`src/hdl/scs_pkg.sv`:
```
// ============================================================================
// scs_pkg - sparse cosine similarity shared definitions
// Item layouts, command codes and the job record between front and back.
// ============================================================================
package scs_pkg;

    localparam int MAX_ENTRIES_DEF = 256;
    localparam int IDX_W           = 20;
    localparam int VAL_W           = 16;
    localparam int SIM_W           = 16;
    localparam int ENTRY_W         = IDX_W + VAL_W;
    localparam int QUEUE_DEPTH     = 2;

    localparam logic [1:0] CMD_APPEND_FIRST  = 2'd0;
    localparam logic [1:0] CMD_APPEND_SECOND = 2'd1;
    localparam logic [1:0] CMD_COMPUTE       = 2'd2;

    localparam logic signed [SIM_W-1:0] SIM_MAX = 16'sh7FFF;
    localparam logic signed [SIM_W-1:0] SIM_MIN = 16'sh8000;

    typedef struct packed {
        logic [1:0]              command;
        logic [IDX_W-1:0]        entry_index;
        logic signed [VAL_W-1:0] entry_value;
    } req_t;

    typedef struct packed {
        logic signed [SIM_W-1:0] similarity;
        logic                    size_mismatch;
        logic                    zero_norm;
        logic                    overflowed;
    } rsp_t;

    typedef enum logic [1:0] {
        OP_LOAD_A  = 2'd0,
        OP_LOAD_B  = 2'd1,
        OP_COMPUTE = 2'd2
    } op_t;

    typedef struct packed {
        op_t                     op;
        logic [IDX_W-1:0]        idx;
        logic signed [VAL_W-1:0] val;
    } job_t;

    typedef struct packed {
        logic [IDX_W-1:0]        idx;
        logic signed [VAL_W-1:0] val;
    } entry_t;

endpackage

```
`src/hdl/scs_front.sv`:
```
// ============================================================================
// scs_front - command intake and job queue
// Decodes commands, drops unknown codes, queues jobs for the back end.
// ============================================================================
module scs_front import scs_pkg::*; (
    input  logic clk,
    input  logic rst_n,
    input  logic req_valid,
    output logic req_stall,
    input  req_t req,
    output logic job_valid,
    input  logic job_pop,
    output job_t job
);

    job_t       slot_reg [QUEUE_DEPTH];
    logic [1:0] fill_reg, fill_next;
    logic       wr_ptr_reg, wr_ptr_next;
    logic       rd_ptr_reg, rd_ptr_next;
    logic       keep;
    op_t        op;
    logic       push, pop;

    always_comb
    begin
        keep = 1'b1;
        op   = OP_LOAD_A;
        unique case (req.command)
            CMD_APPEND_FIRST:  op = OP_LOAD_A;
            CMD_APPEND_SECOND: op = OP_LOAD_B;
            CMD_COMPUTE:       op = OP_COMPUTE;
            default:           keep = 1'b0;
        endcase
    end

    assign req_stall = (fill_reg == 2'(QUEUE_DEPTH));
    assign push      = req_valid && !req_stall && keep;
    assign pop       = job_pop && job_valid;
    assign job_valid = (fill_reg != 2'd0);
    assign job       = slot_reg[rd_ptr_reg];

    always_comb
    begin
        wr_ptr_next = push ? !wr_ptr_reg : wr_ptr_reg;
        rd_ptr_next = pop ? !rd_ptr_reg : rd_ptr_reg;
        fill_next   = fill_reg + 2'(push) - 2'(pop);
    end

    always_ff @(posedge clk or negedge rst_n)
    begin
        if (!rst_n)
        begin
            fill_reg   <= 2'd0;
            wr_ptr_reg <= 1'b0;
            rd_ptr_reg <= 1'b0;
        end
        else
        begin
            fill_reg   <= fill_next;
            wr_ptr_reg <= wr_ptr_next;
            rd_ptr_reg <= rd_ptr_next;
        end
    end

    always_ff @(posedge clk)
    begin
        if (push)
        begin
            slot_reg[wr_ptr_reg] <= '{op: op, idx: req.entry_index, val: req.entry_value};
        end
    end

endmodule

```
`config.mk`:
```
export PLATFORM = sky130hd
export DESIGN_NAME = scs_front
export DESIGN_NICKNAME = d
export VERILOG_FILES = /design/src/hdl/scs_pkg.sv /design/src/hdl/scs_front.sv
export SDC_FILE = /design/constraint.sdc
export NUM_CORES = 1
export LEC_CHECK = 0
export BUFFER_PORTS_ARGS = -buffer_cell sky130_fd_sc_hd__buf_4
export CAP_MARGIN = 20
export CORE_MARGIN = 2
export CORE_UTILIZATION = 45
export DETAILED_ROUTE_END_ITERATION = 10
export MAX_ROUTING_LAYER = met4
export PLACE_DENSITY = 0.7
export SYNTH_ARGS = -nofsm -noshare
export SYNTH_HDL_FRONTEND = slang
export SYNTH_SLANG_ARGS = --single-unit
```
`constraint.sdc`:
```
create_clock -name clk -period 3.3 [get_ports clk]
set_input_delay 0.825 -clock clk [delete_from_list [all_inputs] [get_ports clk]]
set_output_delay 0.825 -clock clk [all_outputs]
set_load 0.02 [all_outputs]
```
# After elaboration in Yosys (flattened, before gate mapping)
# Memories as Yosys holds them, arrays and structs flattened.
# Index checks and enable logic that the tools add are counted.
[totals]
ff_bits = 4
ram_bits = 76
input_bits = 42
out_inout_bits = 40
word_cells = 22
n_memories = 1
[classes]
n_addsub = 2
eq_ne = 3
n_mux = 4
reduce_logical = 9
[mem_list]
columns = ["memory", "words", "width", "rd", "rd_clocked_by_memory_dff", "wr", "line", "source"]
rows = [
  ["slot_reg", 2, 38, 1, 0, 1, "scs_front.sv:16", "job_t slot_reg [QUEUE_DEPTH];"],
]
[op_table]
columns = ["op", "count"]
rows = [
  ["== test 2 bit, second input constant", 2],
  ["one-hot mux 2 bit (2 select lines)", 1],
  ["logical AND 1 bit", 3],
  ["logical NOT 1 bit", 3],
  ["2-to-1 mux 1 bit", 3],
  ["OR reduction 3 bit", 1],
  ["adder 2 x 1 -> 2 bit", 1],
  ["== test 2 x 1 -> 1 bit, second input constant", 1],
  ["logical NOT 2 bit", 1],
  ["nonzero test 2 bit", 1],
  ["subtractor 2 x 1 -> 2 bit", 1],
]

# Longest topological paths before layout
# Gate-level depths: netlist (run 1).
[depth]
word_depth = 6
depth_mapped = 7
depth_no_buf = 7

# Worst setup path after synthesis (run 1)
# OpenSTA, ideal clock, no wires.
[synth_path]
kind = "input port to flip-flop"
start = "in req[37] (netlist name)"
end = "mem slot_reg[0][0] (netlist name), enable pin"
setup_ns = 0.433
t_arrival_ns = 2.627
required_ns = 2.867
slack_ns = 0.240
stages = 3
n_path_buf = 0
path_cell_list = "nand2_1 nand3b_4 nor2_1"
[synth_via]
elab_chain_len = 6
word_cells_on_any_way = 8
classes_between = "2 x eq/ne; 3 x mux; 3 x reduce/logical"
[synth_lines]
columns = ["item", "line", "source"]
rows = [
  ["start: declaration", "scs_front.sv:10", "input req_t req,"],
  ["== test 2 bit (tied with other cells)", "scs_front.sv:28", "unique case (req.command)"],
  ["OR reduction 3 bit (no line) *", "--", ""],
  ["2-to-1 mux 1 bit *", "scs_front.sv:28", ""],
  ["logical AND 1 bit *", "scs_front.sv:37", "assign push = req_valid && !req_stall && keep;"],
  ["2-to-1 mux 1 bit *", "scs_front.sv:67", "if (push)"],
  ["2-to-1 mux 1 bit (implied by the code) *", "scs_front.sv:69", "slot_reg[wr_ptr_reg] <= '{op: op, idx: req.entry_index, val: req.entry_value};"],
  ["end: declaration", "scs_front.sv:16", ""],
]
# Mark *: on every way between the ends. The rest lies on a longest branch, timed or not.

==> results of run 1 <==
==> kinds of logic after synthesis <==
| group | after synthesis |
|---|---|
| buffers and inverters | 6 |
| adder cells (fa/ha/maj) | 2 |
| multiplexers | 38 |
| AND/OR/NAND/NOR | 9 |
| flip-flops | 80 |
| XOR/XNOR | 4 |
==> cell type report <==
class | instances | area (um^2)
clock inverters | 6 | 33.8
well taps | 77 | 96.3
flip-flops and latches | 80 | 2380
multi-input cells | 53 | 607
inverters | 2 | 7.51
clock buffers | 10 | 128
fillers | 497 | 2510
repair buffers | 86 | 658
==> critical path, cell delays in order, from the launching register on <==
cell and delay, ns:
dfrtp_2 0.71, buf_12 0.25, mux2_2 0.36, buf_4 0.16
==> cells in the final DEF, fill, tap and decap left out <==
cell type   count
clkbuf_1        1
buf_12          1
xor2_1          1
or2_1           1
clkbuf_8        9
nand2_1         1
nor2_4          2
inv_1           2
clkinv_2        2
edfxtp_1       76
nor2b_1         2
dfrtp_1         3
mux2_4         10
mux2_2         28
nand3b_4        1
xnor2_1         3
buf_4          85
clkinv_1        2
inv_6           1
dfrtp_2         1
and2b_1         1
ha_1            2
clkinvlp_4      1
and2_4          1
==> how the worst max path moves through the flow <==
stage / start / endpoint / slack, ns / depth (start not counted)
after floorplan: req[37] / slot_reg[0][0] / 0.24 / 3
after detailed placement: req[37] / slot_reg[0][24] / 0.95 / 5
final: rd_ptr_reg / job[29] / 0.65 / 3
after global routing: rd_ptr_reg / job[29] / 0.56 / 3
after CTS: rd_ptr_reg / job[29] / 0.62 / 3
after global placement: req[37] / slot_reg[1][23] / 0.98 / 5
==> stage by stage <==
stage                     hold slack, ns  total power [uW]
after floorplan                    0.453              2230
after global routing               0.250              3410
after global placement             0.490              2680
after CTS                          0.258              3290
after detailed placement           0.494              2690
final                              0.274              3240
==> layer usage <==
metal / vias up / global-route usage / part of all wire
li1: 722 / - / -
met1: 738 / 0.187 / 0.44
met2: 54 / 0.214 / 0.49
met3: 5 / 0.0500 / 0.056
met4: 0 / 0.0563 / 0.0091
met5: - / - / 0
==> report_power, final <==
group | total [uW] | switching, uW | internal, uW
sequential | 1440 | 104 | 1330
clock | 592 | 324 | 268
combinational | 1210 | 602 | 608
total | 3240 | 1030 | 2210
==> impl_results.md, run 1 <==
* Status: finished, final reports clean
* CP Capture Type: output pin
* Nature of the critical path startpoint: flip-flop
* DP Area at 3750 um^2
* Largest family of logic cells by synthesized area: multiplexers
* Netlist cell types at 18
* Post-synthesis mux area share at 0.154
* Top cell type's share of synthesized area at 0.755
* Iter 0 DRT Violations at 87
* Critical Path AT at 1.82 ns
* Largest net degree at the start of global routing at 23
* Syn avg cell area at roughly 22 um^2
* Initial Util at 0.471
* Total wire length at 5030 um
* R2R Setup Slk at 1.39 ns
* Post-synthesis net count at 183
* DRT Pass-1 Iters at 4
* Crit Reg-Reg Endpoint: slot_reg[0][22]
* Detail Route Antenna Nets at 0
* Worst Reg-to-Reg Cells at 4
* Setup repair bufs after CTS at 0
* CTS H-tree lvls at 3
* CTS Buf Count at 9
* # hold bufs at CTS at 0
* Final-report setup violation count at 0
* Top_reg_cell synth: edfxtp_1
* Leakage at roughly 0.0015 uW
* Global-route wire length before repair at ~7600 um
* HPWL after DPL at 3520 um
* Setup TNS at 0 ns
* Via count at 1519
* Die width at roughly 86 um
* Final min period at 2.65 ns
* GPL Wtd Cong at 0.733
* Share of cells above drive strength 1 at 0.599
* Initial antenna violation count at 0
* Vias per Instance at 4.84
* Max reg flops at 76
* Setup ws final at 0.653 ns
* Post-synth EDFFs at 76
* Clock latency at the later pin of the worst-skew pair at between 0.3 and 0.4 ns
* Area Growth Syn to Fin at 29.5%
* Worst Skew at 0.0104 ns
* MaxCap Viol Count at 0
* CTS tree: built
* Final Util at 0.609
* CTS clk-pin slew, worst paths at 0.07 ns
* Resize count post-CTS at 0
* Drt wl/cell at 16.0 um
* CTS Sinks at 80
* Final Cycle Share at 0.802
* GRT Util Overall at 0.145
* XOR/XNOR Fraction of Synth Area at 0.0116
* Synth async-reset ratio at 0.0500
* Core ar. at 6420 um^2
* Row cnt at 29
* Req. time, crit path at 2.47 ns
* Final Hold Violating Endpoints at 0
* Yosys warning count at 0
* Reg2reg start: fill_reg[1]
* Die H at 86.0 um
* CP Class: reg -> out
* I/O pin count at 82
* Synth area leader: edfxtp_1
* Adder-Cell Fraction of Synth Area at 0.00828
* Finished Cell Area at 3910 um^2
* Maximum vdd drop at 0.432 mV
* Slew headroom at 0.586
* Post-synthesis cell count at 139
* Full die area at between 7000 and 8000 um^2
* Min-Delay Path Class: in -> async
* RSZ-0062 raised after global routing: false
* Count leader, synth: edfxtp_1
* Commonest cells post-synth: edfxtp_1, mux2_2, mux2_4
* Post-route insts no fill at approximately 310
* CTS max path bufs at 2
* Post-synthesis cell area at 3020 um^2
* # DRC at 0
* Final net count at ~280
* Synth Area in Simple Gates at 0.0219
* Worst-path fanout max at 22
* FF+latch count, synth at 80
* Worst slew pin tran at 0.620 ns
* Largest cells by area after synthesis: edfxtp_1, mux2_2, mux2_4
* GR Overflow Total at 0
* Root buffer selected by CTS: clkbuf_8
* Sequential fraction of the synthesis area at 0.788
* Port Buffers at 81
* F_max at 378 MHz
* Max Slew Vio Count at 0
* # diodes at 0
* Vias in the first global route at around 1500
* Dpl ws at 0.951 ns
* Power per Cell Area at 828 nW/um^2
* Placed cell count at 298
* Synth Area in Compound Gates at 0
Note: power is estimated with default switching activity, not from simulation.
==> inputs of run 2 (changes only) <==
Settings changed: PLACE_DENSITY 0.7 to 0.73.
Clock period 3.3 ns to 2.3 ns, I/O delays scaled along.
==> run 2 against run 1 <==
Against the previous run: global-route usage decreased by 0.49 points; cell count decreased by 0.32%; clock power increased by 88%; flip-flop and latch count unchanged; hold slack got worse by 0.25 ns; design area increased by 1.9%; critical path type unchanged.
==> impl_results.md, run 2 (synthesis results as in run 1) <==
* Final Hold Violating Endpoints at 0 (unchanged)
* Final Util at 0.621 (was 0.609)
* WHS at 0.0191 ns (was 0.274 ns)
* Clock latency at the later pin of the worst-skew pair at 0.34 ns (was 0.33 ns)
* Worst slew pin tran at 0.227 ns (was 0.620 ns)
* Worst-path fanout max at 30 (was 22)
* Core ar. at 6420 um^2 (unchanged)
* Most frequent cells in the layout: buf_4, edfxtp_1, mux2_2, mux2_4, clkbuf_8 (unchanged)
* CTS H-tree lvls at 3 (unchanged)
* # diodes at 0 (unchanged)
* MaxCap Viol Count at 0 (unchanged)
* Reg2reg start: fill_reg[1] (unchanged)
* Status: finished, final reports clean (unchanged)
* CP Capture Type: output pin (unchanged)
* CP max stage cell: dfrtp_2 (unchanged)
* Initial antenna violation count at 0 (unchanged)
* DRT Pass-1 Iters at 4 (unchanged)
* Initial Util at 0.471 (unchanged)
* CP Launch Point: rd_ptr_reg (unchanged)
* GR Overflow Total at 0 (unchanged)
* Global-route wire length before repair at 7490 um (was 7580 um)
* CTS clk-pin slew, worst paths at 0.08 ns (was 0.07 ns)
* CTS Sinks at 80 (unchanged)
* Root buffer selected by CTS: clkbuf_8 (unchanged)
* Die H at 86.0 um (unchanged)
* # hold bufs at CTS at 0 (unchanged)
* Final Cycle Share at 0.894
* Largest net degree at the start of global routing at 39 (was 23)
* Detail Route Antenna Nets at 0 (unchanged)
* Worst Reg-to-Reg Cells at 7 (was 4)
* I/O pin count at 82 (unchanged)
* GRT Util Overall at 0.141 (was 0.145)
* Leakage at 0.00154 uW (was 0.00151 uW)
* CTS Buf Count at 9 (unchanged)
* CP peak stage delay at 0.39 ns (was 0.71 ns)
* # DRC at 0 (unchanged)
* F_max at around 490 MHz
* Maximum vdd drop at 0.612 mV (was 0.432 mV)
* Resize count post-CTS at 0 (unchanged)
* Fill count at 469 (was 497)
* Row cnt at 29 (unchanged)
* Port Buffers at 81 (unchanged)
* CTS max path bufs at 2 (unchanged)
* Vias per Instance at 4.85 (was 4.84)
* Max reg flops at 76 (unchanged)
* Vias in the first global route at 1551 (was 1509)
* CP Cell Sequence: buf_12 -> mux2_2 -> buf_4 (unchanged)
* Setup repair bufs after CTS at 0 (unchanged)
* Final net count at 275 (was 276)
* Slew headroom at 0.849 (was 0.586)
* GPL Wtd Cong at 0.677 (was 0.733)
* Req. time, crit path at 1.73 ns (was 2.47 ns)
* Max Slew Vio Count at 0 (unchanged)
* Crit Reg-Reg Endpoint: fill_reg[1] (was slot_reg[0][22])
* Iter 0 DRT Violations at 90 (was 87)
* R2R Setup Slk at 0.59 ns (was 1.39 ns)
* Min-Delay Path Class: in -> async (unchanged)
* Share of cells above drive strength 1 at 0.606 (was 0.599)
* HPWL after DPL at 3180 um (was 3520 um)
* Commonest non-fill, non-tap cell in the layout: buf_4 (unchanged)
* Final-report setup violation count at 0 (unchanged)
* Critical Path AT at 1.48 ns (was 1.82 ns)
* Full die area at 7390 um^2 (unchanged)
* Via count at 1518 (was 1519)
* CTS tree: built (unchanged)
* CP Class: reg -> out (unchanged)
* Power per Cell Area at 1240 nW/um^2 (was 828 nW/um^2)
* Nature of the critical path startpoint: flip-flop (unchanged)
* Die width at 86.0 um (unchanged)
* Tot Pwr at 4930 uW (was 3240 uW)
* RSZ-0062 raised after global routing: false (unchanged)
* Total wire length at 4840 um (was 5030 um)
* Drt wl/cell at 15.5 um (was 16.0 um)
* Final min period at roughly 2.1 ns
* Worst Skew at 0.00510 ns (was 0.0104 ns)
* Area Growth Syn to Fin at 31.9% (was 29.5%)
## run 2: cell type report
class | count | area (um^2) | share of cell area
Sequential cell | 80 | 2380 | 0.598
Timing Repair Buffer | 85 | 676 | 0.169
Multi-Input combinational cell | 53 | 607 | 0.152
Clock buffer | 9 | 124 | 0.0311
Tap cell | 77 | 96.3 | 0.0242
Clock inverter | 7 | 93.8 | 0.0235
Inverter | 2 | 7.51 | 0.00188
## run 2: critical path: cells and delay by family (launching register included)
| family | cells | cell delay, ns |
|---|---|---|
| flops | 1 | 0.39 |
| mux | 1 | 0.38 |
| buf+inv | 2 | 0.38 |
## run 2: power by group
part,switching [uW],internal [uW],total (uW)
sequential,82.6,1910,2000
clock,493,613,1110
combinational,933,898,1830
total,1510,3420,4930
## run 2: how the worst max path moves through the flow
stage / end / cells past startpoint
6_report: job[36] / 3
5_1_grt: job[29] / 3
4_1_cts: job[28] / 3
3_5_place_dp: fill_reg[1] / 8
3_3_place_gp: fill_reg[1] / 8
2_1_floorplan: slot_reg[0][0] / 3
## run 2: per-layer routing
layer	vias up	global-route usage	share of wire
li1	723	-	-
met4	0	0.0693	0.012
met3	8	0.0346	0.069
met2	65	0.202	0.45
met1	722	0.188	0.47
met5	-	-	0
## run 2: per-stage QoR
stage          instance area (um^2)  setup TNS (ns)  setup WS, ns  cells
6_report                       3990               0         0.244    313
5_1_grt                        3990               0         0.188    313
2_1_floorplan                  3020          -42.26        -0.556    139
3_5_place_dp                   3770               0         0.456    297
3_3_place_gp                   3770               0         0.511    297
4_1_cts                        3990               0         0.212    313
